**config.mk**
```make
export PLATFORM = sky130hd
export DESIGN_NAME = linear_probe_hash_table
export DESIGN_NICKNAME = d
export VERILOG_FILES = /design/src/hdl/lpht_pkg.sv /design/src/hdl/linear_probe_hash_table.sv /design/src/hdl/lpht_ram.sv
export VERILOG_INCLUDE_DIRS = /design/src /design/src/hdl
export SDC_FILE = /design/constraint.sdc
export NUM_CORES = 1
export LEC_CHECK = 0
export BUFFER_PORTS_ARGS = -buffer_cell sky130_fd_sc_hd__clkbuf_2
export CORE_UTILIZATION = 45
export CTS_BUF_LIST = sky130_fd_sc_hd__clkbuf_2
export DETAILED_ROUTE_END_ITERATION = 6
export GPL_ROUTABILITY_DRIVEN = 1
export PLACE_DENSITY = 0.72
export SLEW_MARGIN = 40
export SYNTH_ARGS = -nofsm -noshare
export SYNTH_HDL_FRONTEND = slang
export SYNTH_SLANG_ARGS = --single-unit
```
**constraint.sdc**
```tcl
create_clock -name clock -period 4.3 [get_ports clock]
set_input_delay 0.43 -clock clock [delete_from_list [all_inputs] [get_ports clock]]
set_output_delay 0.43 -clock clock [all_outputs]
set_load 0.1 [all_outputs]
```
**src/hdl/assert_macros.svh**
```systemverilog
// -----------------------------------------------------------------------------
// assert_macros.svh
// Assertion shorthands shared by the RTL: same-cycle and next-cycle implication.
// -----------------------------------------------------------------------------
`ifndef ASSERT_MACROS_SVH
`define ASSERT_MACROS_SVH

// ante implies cons in the same cycle
`define ASSERT_IMPLY(name, clk, rst, ante, cons, msg) \
   name: assert property (@(posedge clk) disable iff (rst) (ante) |-> (cons)) \
      else $error(msg);

// ante implies cons in the next cycle
`define ASSERT_NEXT(name, clk, rst, ante, cons, msg) \
   name: assert property (@(posedge clk) disable iff (rst) (ante) |=> (cons)) \
      else $error(msg);

`endif

```
**src/hdl/lpht_pkg.sv**
```systemverilog
// -----------------------------------------------------------------------------
// lpht_pkg
// Opcodes, slot marks, status codes and controller states of the hash table.
// -----------------------------------------------------------------------------
package lpht_pkg;

   typedef enum logic [1:0] {
      OP_INSERT  = 2'd0,
      OP_SEARCH  = 2'd1,
      OP_DEL_KEY = 2'd2,
      OP_DEL_IDX = 2'd3
   } op_type;

   typedef enum logic [1:0] {
      MARK_EMPTY = 2'd0,
      MARK_USED  = 2'd1,
      MARK_GONE  = 2'd2,
      MARK_RSVD  = 2'd3
   } mark_type;

   typedef enum logic [2:0] {
      STAT_INSERTED   = 3'd0,
      STAT_FULL       = 3'd1,
      STAT_FOUND      = 3'd2,
      STAT_MISSING    = 3'd3,
      STAT_DELETED    = 3'd4,
      STAT_SLOT_EMPTY = 3'd5,
      STAT_SLOT_GONE  = 3'd6,
      STAT_RSVD       = 3'd7
   } status_type;

   typedef enum logic [4:0] {
      S_CLEAR = 5'b00001,
      S_IDLE  = 5'b00010,
      S_HASH  = 5'b00100,
      S_PROBE = 5'b01000,
      S_DONE  = 5'b10000
   } state_type;

   localparam int unsigned KEY_W    = 32;
   localparam int unsigned IDX_W    = 4;
   localparam int unsigned HASH_DIG = 4;   // bytes of the key folded into the home slot

endpackage

```
**src/hdl/linear_probe_hash_table.sv**
```systemverilog
// -----------------------------------------------------------------------------
// Sequence: insert/search/delete-by-key: key fold (S_HASH), then probes (S_PROBE),
//   then result (S_DONE); delete-at-index: S_PROBE, S_DONE; index out of range: S_DONE.
// Flow: one request in flight; the next one is taken once its result has moved to
//   the output register and the controller is back in S_IDLE; a held response delays that.
// Reset: synchronous; a clearing pass marks every slot empty,
//   req_tready stays low until it ends.
// -----------------------------------------------------------------------------
// linear_probe_hash_table
// Open-addressing hash table with linear probing, stored in one slot RAM.
// -----------------------------------------------------------------------------
`include "assert_macros.svh"

module linear_probe_hash_table
   import lpht_pkg::*;
#(
   parameter int SLOTS    = 16,
   parameter int KEY_BITS = 32
) (
   input  logic        clock,
   input  logic        reset,
   // request channel
   input  logic        req_tvalid,
   output logic        req_tready,
   input  logic [39:0] req_tdata,   // [31:0] key, [35:32] slot_index, [39:36] zero
   input  logic [1:0]  req_tuser,   // [1:0] op
   // response channel
   output logic        rsp_tvalid,
   input  logic        rsp_tready,
   output logic [39:0] rsp_tdata,   // [3:0] where, [35:4] stored_key, [39:36] zero
   output logic [2:0]  rsp_tuser    // [2:0] status
);

   // slot address width and stored key width
   localparam int AW = $clog2(SLOTS);
   localparam int KW = (KEY_BITS < 32) ? KEY_BITS : 32;
   localparam int VW = AW + 8;
   localparam int MW = KW + 2;     // RAM word: {key, mark}
   localparam logic [KEY_W-1:0] KEY_MASK =
      (KEY_BITS >= 32) ? 32'hFFFF_FFFF : 32'((64'd1 << KEY_BITS) - 64'd1);
   localparam logic [AW-1:0] LAST_SLOT = AW'(SLOTS - 1);

   // home slot fold: remainder of {r, b} by SLOTS, one restoring step per bit
   function automatic logic [AW-1:0] fold_byte(logic [AW-1:0] r, logic [7:0] b);
      logic [VW-1:0] v;
      v = {r, b};
      for (int j = 7; j >= 0; j--) begin
         if (v >= (VW'(SLOTS) << j)) begin
            v = v - (VW'(SLOTS) << j);
         end
      end
      return v[AW-1:0];
   endfunction

   // ---------------------------------------------------------------------------
   // control and working registers
   // ---------------------------------------------------------------------------
   state_type            state_ff, state_in;
   op_type               op_ff, op_in;
   logic [KEY_W-1:0]     key_ff, key_in;
   logic [AW-1:0]        ptr_ff, ptr_in;      // probe slot, also clear-pass address
   logic [AW-1:0]        cnt_ff, cnt_in;      // probes done in this lap
   logic [AW-1:0]        rem_ff, rem_in;      // running remainder of the key fold
   logic [1:0]           dig_ff, dig_in;      // key byte being folded, MSB first
   status_type           res_stat_ff, res_stat_in;
   logic [IDX_W-1:0]     res_where_ff, res_where_in;
   logic [KEY_W-1:0]     res_key_ff, res_key_in;

   logic                 rsp_valid_ff, rsp_valid_in;
   status_type           rsp_stat_ff, rsp_stat_in;
   logic [IDX_W-1:0]     rsp_where_ff, rsp_where_in;
   logic [KEY_W-1:0]     rsp_key_ff, rsp_key_in;

   // RAM port signals
   logic                 wr_en;
   logic [AW-1:0]        wr_addr;
   logic [MW-1:0]        wr_data;
   logic                 rd_en;
   logic [AW-1:0]        rd_addr;
   logic [MW-1:0]        rd_data;

   // request fields
   logic [KEY_W-1:0]     req_key;
   logic [IDX_W-1:0]     req_idx;
   logic                 req_fire;
   logic                 idx_ok;

   // probe decode
   mark_type             slot_mark;
   logic [KW-1:0]        slot_key;
   logic                 slot_hit;
   logic                 lap_end;
   logic [7:0]           fold_in;
   logic [AW-1:0]        fold_out;
   logic [AW-1:0]        ptr_next;

   assign req_key  = req_tdata[31:0] & KEY_MASK;
   assign req_idx  = req_tdata[35:32];
   assign req_tready = (state_ff == S_IDLE);
   assign req_fire = req_tvalid && req_tready;
   assign idx_ok   = (32'(req_idx) < 32'(SLOTS));

   assign slot_mark = mark_type'(rd_data[1:0]);
   assign slot_key  = rd_data[MW-1:2];
   assign slot_hit  = (slot_mark == MARK_USED) && (slot_key == key_ff[KW-1:0]);
   assign lap_end   = (cnt_ff == LAST_SLOT);
   assign ptr_next  = (ptr_ff == LAST_SLOT) ? '0 : ptr_ff + 1'b1;

   assign fold_in   = 8'(key_ff >> {~dig_ff, 3'b000});
   assign fold_out  = fold_byte(rem_ff, fold_in);

   // ---------------------------------------------------------------------------
   // sequencer
   // ---------------------------------------------------------------------------
   always_comb begin
      state_in     = state_ff;
      op_in        = op_ff;
      key_in       = key_ff;
      ptr_in       = ptr_ff;
      cnt_in       = cnt_ff;
      rem_in       = rem_ff;
      dig_in       = dig_ff;
      res_stat_in  = res_stat_ff;
      res_where_in = res_where_ff;
      res_key_in   = res_key_ff;
      rsp_valid_in = rsp_valid_ff && !rsp_tready;
      rsp_stat_in  = rsp_stat_ff;
      rsp_where_in = rsp_where_ff;
      rsp_key_in   = rsp_key_ff;
      wr_en        = 1'b0;
      wr_addr      = ptr_ff;
      wr_data      = '0;
      rd_en        = 1'b0;
      rd_addr      = ptr_ff;

      case (state_ff)
         S_CLEAR: begin
            // write every slot empty, one per cycle
            wr_en  = 1'b1;
            ptr_in = ptr_next;
            if (ptr_ff == LAST_SLOT) begin
               state_in = S_IDLE;
            end
         end

         S_IDLE: begin
            if (req_fire) begin
               op_in  = op_type'(req_tuser);
               key_in = req_key;
               cnt_in = '0;
               rem_in = '0;
               dig_in = '0;
               if (op_type'(req_tuser) != OP_DEL_IDX) begin
                  state_in = S_HASH;
               end else if (idx_ok) begin
                  // single probe at the given slot
                  ptr_in   = AW'(req_idx);
                  rd_en    = 1'b1;
                  rd_addr  = AW'(req_idx);
                  state_in = S_PROBE;
               end else begin
                  res_stat_in  = STAT_SLOT_EMPTY;
                  res_where_in = '0;
                  res_key_in   = '0;
                  state_in     = S_DONE;
               end
            end
         end

         S_HASH: begin
            rem_in = fold_out;
            dig_in = dig_ff + 1'b1;
            if (dig_ff == 2'(HASH_DIG - 1)) begin
               // home slot known: first probe read goes out now
               ptr_in   = fold_out;
               rd_en    = 1'b1;
               rd_addr  = fold_out;
               state_in = S_PROBE;
            end
         end

         S_PROBE: begin
            res_where_in = 4'(ptr_ff);
            res_key_in   = '0;
            case (op_ff)
               OP_INSERT: begin
                  if (slot_mark == MARK_EMPTY) begin
                     wr_en       = 1'b1;
                     wr_data     = {key_ff[KW-1:0], MARK_USED};
                     res_stat_in = STAT_INSERTED;
                     state_in    = S_DONE;
                  end else if (lap_end) begin
                     res_stat_in  = STAT_FULL;
                     res_where_in = '0;
                     state_in     = S_DONE;
                  end
               end
               OP_SEARCH, OP_DEL_KEY: begin
                  if (slot_mark == MARK_EMPTY) begin
                     res_stat_in  = STAT_MISSING;
                     res_where_in = '0;
                     state_in     = S_DONE;
                  end else if (slot_hit) begin
                     res_key_in = key_ff;
                     state_in   = S_DONE;
                     if (op_ff == OP_DEL_KEY) begin
                        wr_en       = 1'b1;
                        wr_data     = {slot_key, MARK_GONE};
                        res_stat_in = STAT_DELETED;
                     end else begin
                        res_stat_in = STAT_FOUND;
                     end
                  end else if (lap_end) begin
                     res_stat_in  = STAT_MISSING;
                     res_where_in = '0;
                     state_in     = S_DONE;
                  end
               end
               OP_DEL_IDX: begin
                  state_in = S_DONE;
                  if (slot_mark == MARK_EMPTY) begin
                     res_stat_in  = STAT_SLOT_EMPTY;
                     res_where_in = '0;
                  end else if (slot_mark == MARK_USED) begin
                     wr_en       = 1'b1;
                     wr_data     = {slot_key, MARK_GONE};
                     res_stat_in = STAT_DELETED;
                     res_key_in  = 32'(slot_key);
                  end else begin
                     res_stat_in  = STAT_SLOT_GONE;
                     res_where_in = '0;
                  end
               end
               default: begin
                  state_in = S_DONE;
               end
            endcase
            // keep probing: next slot read overlaps this decision
            if (state_in == S_PROBE) begin
               ptr_in  = ptr_next;
               cnt_in  = cnt_ff + 1'b1;
               rd_en   = 1'b1;
               rd_addr = ptr_next;
            end
         end

         S_DONE: begin
            // hand the result to the output register once it is free
            if (!rsp_valid_ff || rsp_tready) begin
               rsp_valid_in = 1'b1;
               rsp_stat_in  = res_stat_ff;
               rsp_where_in = res_where_ff;
               rsp_key_in   = res_key_ff;
               state_in     = S_IDLE;
            end
         end

         default: begin
            state_in = S_IDLE;
         end
      endcase
   end

   always_ff @(posedge clock) begin
      if (reset) begin
         state_ff     <= S_CLEAR;
         ptr_ff       <= '0;
         rsp_valid_ff <= 1'b0;
      end else begin
         state_ff     <= state_in;
         ptr_ff       <= ptr_in;
         rsp_valid_ff <= rsp_valid_in;
      end
   end

   always_ff @(posedge clock) begin
      op_ff        <= op_in;
      key_ff       <= key_in;
      cnt_ff       <= cnt_in;
      rem_ff       <= rem_in;
      dig_ff       <= dig_in;
      res_stat_ff  <= res_stat_in;
      res_where_ff <= res_where_in;
      res_key_ff   <= res_key_in;
      rsp_stat_ff  <= rsp_stat_in;
      rsp_where_ff <= rsp_where_in;
      rsp_key_ff   <= rsp_key_in;
   end

   // slot store: {key, mark} per slot
   lpht_ram #(
      .WIDTH (MW),
      .DEPTH (SLOTS)
   ) u_slots (
      .clock   (clock),
      .wr_en   (wr_en),
      .wr_addr (wr_addr),
      .wr_data (wr_data),
      .rd_en   (rd_en),
      .rd_addr (rd_addr),
      .rd_data (rd_data)
   );

   assign rsp_tvalid = rsp_valid_ff;
   assign rsp_tdata  = {4'b0000, rsp_key_ff, rsp_where_ff};
   assign rsp_tuser  = rsp_stat_ff;

   // ---------------------------------------------------------------------------
   // checks
   // ---------------------------------------------------------------------------
   `ASSERT_IMPLY(a_wr_state, clock, reset, wr_en,
      (state_ff == S_CLEAR) || (state_ff == S_PROBE), "slot write outside clear or probe")
   `ASSERT_NEXT(a_req_start, clock, reset, req_fire,
      (state_ff == S_HASH) || (state_ff == S_PROBE) || (state_ff == S_DONE),
      "accepted request did not start")
   `ASSERT_IMPLY(a_where_zero, clock, reset,
      rsp_tvalid && ((rsp_tuser == STAT_FULL) || (rsp_tuser == STAT_MISSING)),
      (rsp_tdata[3:0] == 4'd0) && (rsp_tdata[35:4] == 32'd0), "miss result carries data")
   `ASSERT_IMPLY(a_probe_read, clock, reset,
      (state_ff == S_PROBE) && (state_in == S_PROBE), rd_en, "probe continues without read")

endmodule

```
**src/hdl/lpht_ram.sv**
```systemverilog
// -----------------------------------------------------------------------------
// lpht_ram
// Generic single-write, single-read RAM with a registered read port.
// -----------------------------------------------------------------------------
module lpht_ram #(
   parameter int WIDTH = 34,
   parameter int DEPTH = 16
) (
   input  logic                     clock,
   input  logic                     wr_en,
   input  logic [$clog2(DEPTH)-1:0] wr_addr,
   input  logic [WIDTH-1:0]         wr_data,
   input  logic                     rd_en,
   input  logic [$clog2(DEPTH)-1:0] rd_addr,
   output logic [WIDTH-1:0]         rd_data
);

   logic [WIDTH-1:0] mem [DEPTH];
   logic [WIDTH-1:0] rd_data_ff;

   always_ff @(posedge clock) begin
      if (wr_en) begin
         mem[wr_addr] <= wr_data;
      end
      if (rd_en) begin
         rd_data_ff <= mem[rd_addr];
      end
   end

   assign rd_data = rd_data_ff;

endmodule
```
==> impl_metrics.yaml, run 1 <==
die:
  core_area_um2: 62100
  io_pins: 91
  die-area_um2: 64300
  fp.dieW_um: 253
  die_height_um: 253
  core.rowCount: 91
  initial_utilization_pct: 45.9
synth:
  synthXorXnorAreaFrac_pct: 1.05
  synth.avg_cell_area_um2: 16.5
  synth_area_um2: 28500
  synth-simple-area-share_pct: 5.36
  synth_top_family_by_area: "multiplexers"
  muxShareOfSynthArea_pct: 10.3
  synth_area_leader_cell: "edfxtp_1"
  async_flop_share_pct: 0
  yosysSeqAreaShare_pct: 74.1
  synth_top_flop_cell: "edfxtp_1"
  syn_inst: 1728
  ys_types: 64
  ys_ff_latch: 706
  synth_edf_count: 696
  synth.yosys.warnings: 0
  synth_top_area_share_pct: 73.4
  synth_fa_ha_area_share_pct: 0.440
  yosys-top-cells-area: "edfxtp_1, mux2_2, mux2i_1, o211ai_1, nand2_1"
  synth_compound_gate_area_share_pct: 6.88
sta:
  setup_viol: 0
  slew_headroom_pct: 41.4
  rsz0062_at_grt: "no"
  hold_slack_ns: 0.194
  fmax_mhz: 241
  period_share_pct: 96.5
  min_period_ns: 4.15
  skew_ns: 0.0920
  finalMaxSlewViolations: 0
  fin_ws_ns: 0.149
  tightest_slew_ns: 0.880
  fin_tns_setup_ns: 0
  hold_violations: 0
worst_setup_path:
  crit_required_ns: 5.30
  crit_type: "reg2reg"
  cp.arrival_ns: 5.15
  crit_fanout: 48
  reg2reg_slack_ns: 0.15
  ff2ff_path_depth: 10
  critPathLaunchType: "flip-flop"
  cp-end-kind: "flip-flop"
routing:
  drc: 0
  viasPerCell: 5.56
  via_count: 16677
  wire_per_inst_um: 22.9
  antenna_left: 0
  dr.pass1.iters: 5
  initialDrtViolationCount: 1751
  routed_wirelength_um: 68800
place:
  post_dp_cell_area_um2: 30700
  dp.cells: 2625
  io_buffers: 82
  post-place-ws_ns: 0.174
  gp_congestion: 0.905
  dp_hpwl_um: 39000
clock_tree:
  cts_sinks: 706
  cts_buffers: 168
  cts_tree: "done"
  cts_root_buf: "clkbuf_2"
  cts_max_path_buffers: 3
  clk_pin_slew_worst_paths_ns: 0.11
  clk_latency_ns: 1.34
  htreeDepth: 4
power_and_ir_drop:
  vdd_ir_drop_max_mv: 0.230
  p_leak_nw: 12.8
  p_total_mw: 15.5
  power_density_nw_per_um2: 470
layout:
  stdcell_area_um2: 33000
  drive_gt1_share_pct: 27.5
  layout.cells.non_filler: 3002
  syn2layout_area_growth_pct: 16.1
  final_nets: 2095
  final_util_pct: 53.2
hold_path:
  holdCritPathClass: "in2reg"
  hold_path_depth: 4
grt:
  grt_max_degree: 59
  gr-usage-all-layers_pct: 21.8
  grt.overflow.total: 0
  grt_pass1_wl_um: 101000
  antenna_found_initial: 1
  first_global_vias: 16713
run_status:
  status: "finished, final reports clean"
job:
  max_cap_violations: 0
[cell type report]
| cell class | instances | area, um^2 |
|---|---|---|
| Fill cell | 4928 | 29000 |
| Sequential cell | 706 | 21100 |
| Multi-Input combinational cell | 906 | 6970 |
| Timing Repair Buffer | 243 | 2300 |
| Clock buffer | 236 | 1180 |
| Tap cell | 837 | 1050 |
| Clock inverter | 59 | 375 |
| Inverter | 14 | 60.1 |
| Antenna cell | 1 | 2.50 |
[layout by cell type, fill, tap and decap left out, drive strengths merged, types with 10 or more instances in the layout]
cell type    count
clkinv          47
mux2i          133
edfxtp         696
inv             18
o211ai         134
and2            25
a21oi           12
xor2            30
o21ai           13
a22oi           37
nand2          150
nand4           36
buf             80
dlygate4sd3     81
clkbuf         318
ha              10
dfxtp           10
mux2           134
a22o            33
nor2            62
[layer usage]
| metal | vias up | global-route usage [%] | share of wire (%) |
|---|---|---|---|
| met1 | 8270 | 28.0 | 41 |
| met3 | 110 | 5.15 | 8.1 |
| met4 | 0 | 8.76 | 2.4 |
| met2 | 776 | 35.7 | 49 |
| met5 | - | 0 | 0 |
| li1 | 7521 | - | - |
[repair_timing]
item	in CTS	in global routing
hold endpoints to repair	127	0
endpoints found under the setup margin	0	1
gates resized for setup	0	1
hold buffers	81	0
setup buffers	0	0
[kinds of logic (layout without fill, tap and decap cells)]
logic type,after synthesis,count (layout)
muxes,271,271
buffers and inverters,119,552
xor gates and xnor gates,34,34
AOI/OAI and AO/OA,259,259
adders and majority gates,10,10
DFF,706,706
other,1,5
and+or+nand+nor,328,328
[Yosys cell counts (all sizes together) (3+ instances only)]
master  instances
inv            13
nand2b          3
and3            3
or2             4
nor3b           7
a21oi          12
a211oi          3
nand4          36
a22o           33
xor2           30
nor2b           4
a22oi          37
nor2           62
buf            50
mux2i         133
ha             10
nand3           9
nor4            9
clkbuf         55
dfxtp          10
nand2         150
edfxtp        696
mux4            4
o211ai        134
nor3            8
mux2          134
and2           25
o21ai          13
xnor2           4
a31oi           4
[registers in the layout (all words and copies together), names as in the netlist]
name and count:
rsp_key_ff 32, res_where_ff 4, dig_ff 2, res_key_ff 32
u_slots.rd_data 34, u_slots.mem 544, rsp_where_ff 4, res_stat_ff 3
state_ff 5, key_ff 32, ptr_ff 4, rsp_tuser 3
op_ff 2, cnt_ff 4, rsp_tvalid 1
[worst paths after layout]
path                      start            endpoint
setup reg to reg     key_ff[25]  u_slots.mem[1][12]
hold reg to reg   res_key_ff[4]       rsp_key_ff[4]
hold / removal       req_tvalid           dig_ff[0]
setup / recovery     key_ff[25]  u_slots.mem[1][12]
[where the power goes]
group          internal (mW)  switching [mW]  leakage, nW
registers               8.00           0.115         6.99
clock network           1.78            2.57         1.16
logic                   1.26            1.80         4.61
total                   11.0            4.48         12.8
[worst max-delay path, cell delays in order (launching register included)]
cell      delay, ns
edfxtp_1       0.59
xor2_1         0.21
nor4_1         0.51
nand4_1        0.39
nor3_1         0.27
buf_4          0.16
nand4b_1       0.12
nor2b_1        0.17
nor3_2         0.19
buf_4          0.62
a22o_1         0.60
Power figures use the tool's default switching activity.
==> inputs of run 2 (changes only) <==
Settings changed: GPL_TIMING_DRIVEN set to 0.
==> run 2 against run 1 <==
Compared with the run above:
- the flow now finishes with violations (design-rule violations)
- final area up 0.83%
- register-to-register slack got worse by 0.07 ns
- sequential share of layout area fell by 0.53 points
- clock power is 3% higher
- wire length grew 12%
- hold slack worse by 0.024 ns
- sequential power about the same
- setup slack worse by 0.072 ns
- critical path type unchanged
- largest power group unchanged
==> impl_metrics.yaml, run 2 (synthesis gave the netlist of run 1 again) <==
sta:
  hold_violations: 0
  setup_viol: 0
  min_period_ns: 4.22
  period_share_pct: 98.2
  slew_headroom_pct: 34.3
  fmax_mhz: 237
  finalMaxSlewViolations: 0
  skew_ns: 0.126
  hold_slack_ns: 0.170
  tightest_slew_ns: 0.983
layout:
  largest_reg_flops: 544
  fillers: 4875
  final_nets: 2169
  layout.cells.non_filler: 3066
  drive_gt1_share_pct: 28.9
  final_common_cell: "edfxtp_1"
  regMostFlops: "u_slots.mem"
  final_cell_mix: "edfxtp_1, clkbuf_2, nand2_1"
  syn2layout_area_growth_pct: 17.0
run_status:
  status: "finished, violations left"
  violations: "design-rule violations"
power_and_ir_drop:
  power_density_nw_per_um2: 479
  vdd_ir_drop_max_mv: 0.260
  p_leak_nw: 12.9
worst_setup_path:
  cpPeakStageDelay_ns: 0.56
  worstPathCellList: "xor2_1, nor4_2, nand4_1, buf_4, nor3_2, nand4b_1, nor2b_1, nor3_4, buf_4, nor3_2, nor3_2, and2_4, buf_12"
  crit_type: "reg2reg"
  crit_path_frequent_cell: "nor3_2"
  ff2ff_path_depth: 13
  crit_required_ns: 5.26
  cp-end-kind: "flip-flop"
  crit_slowest_cell: "edfxtp_1"
  crit_fanout: 30
  cp.arrival_ns: 5.18
  path_delay_family: "simple AND/OR/NAND/NOR gates"
  crit_cells: 13
  critPathLaunchType: "flip-flop"
  cp_num_buf_inv: 3
routing:
  initialDrtViolationCount: 2600
  drc: 4
  dr.pass1.iters: 7
  antenna_left: 0
  via_count: 17946
  wire_per_inst_um: 25.2
  routed_wirelength_um: 77300
  viasPerCell: 5.85
clock_tree:
  clk_pin_slew_worst_paths_ns: 0.09
  cts_root_buf: "clkbuf_2"
  cts_buffers: 172
  htreeDepth: 4
  cts_sinks: 706
  cts_max_path_buffers: 3
  clk_latency_ns: 1.40
  cts_tree: "done"
hold_path:
  hold_path_depth: 5
  holdCritPathClass: "in2reg"
grt:
  grt_max_degree: 31
  antenna_found_initial: 1
  gr-usage-all-layers_pct: 24.2
  grt.overflow.total: 0
  grt_pass1_wl_um: 111000
  first_global_vias: 17623
place:
  gp_congestion: 0.920
  dp_hpwl_um: 49100
  io_buffers: 81
  dp.cells: 2675
die:
  die_height_um: 253
  fp.dieW_um: 253
  io_pins: 91
  core_area_um2: 62100
  die-area_um2: 64300
  initial_utilization_pct: 45.9
  core.rowCount: 91
job:
  max_cap_violations: 0
[run 2: repair_timing]
item	4_1_cts	5_1_grt
hold buffers	82	0
endpoints found under the setup margin	1074	539
setup buffers	10	9
resized for setup	50	30
hold endpoints to repair	130	0
pin swaps	5	7
[run 2: path summary, 6_finish.rpt]
path	endpoint	startpoint	slack (ns)
hold reg to reg	rsp_key_ff[20]	res_key_ff[20]	0.38
hold / removal	ptr_ff[1]	req_tdata[33]	0.17
setup reg to reg	u_slots.mem[1][25]	key_ff[25]	0.08
setup / recovery	u_slots.mem[1][25]	key_ff[25]	0.08
[run 2: worst min-delay path: cells and delay by family]
family	cells	cell delay [ns]
buffers and inverters	3	0.72
AO/OA/AOI/OAI	2	0.31
[run 2: through the flow]
stage	total power, mW	cell area [um^2]	util, %	worst slack, ns	setup TNS, ns
final	16.0	33300	53.7	0.0772	0
after global routing	16.5	33300	53.7	-0.00741	-0.00741
after CTS	15.9	33200	53.5	0.00468	0
after floorplan	10.2	28500	-	0.0505	0
after detailed placement	11.4	30500	49.2	-0.983	-647.22
after global placement	11.2	29900	48.2	-3.93	-2148.48
[run 2: cell type report]
class                      count  area (um^2)  area share, %
sequential                   706        21100           63.3
multi-input combinational    906         7010           21.0
timing repair buffer         208         1970           5.90
clock buffer                 246         1230           3.70
tap                          837         1050           3.14
buffer                       105          554           1.66
clock inverter                43          339           1.02
inverter                      14         62.6          0.188
antenna                        1         2.50        0.00751
[run 2: metal layers]
| layer | wire (um) | track usage, % | vias up |
|---|---|---|---|
| met5 | 0 | 0 | - |
| met4 | 3040 | 12.0 | 0 |
| met3 | 9330 | 6.15 | 217 |
| met2 | 35600 | 37.0 | 1334 |
| met1 | 29300 | 32.0 | 8753 |
| li1 | - | - | 7642 |
[run 2: where the power goes]
group / switching [mW] / total (mW) / internal, mW
Sequential: 0.111 / 8.11 / 8.00
Combinational: 2.13 / 3.39 / 1.27
Clock: 2.59 / 4.47 / 1.88
Total: 4.83 / 16.0 / 11.1
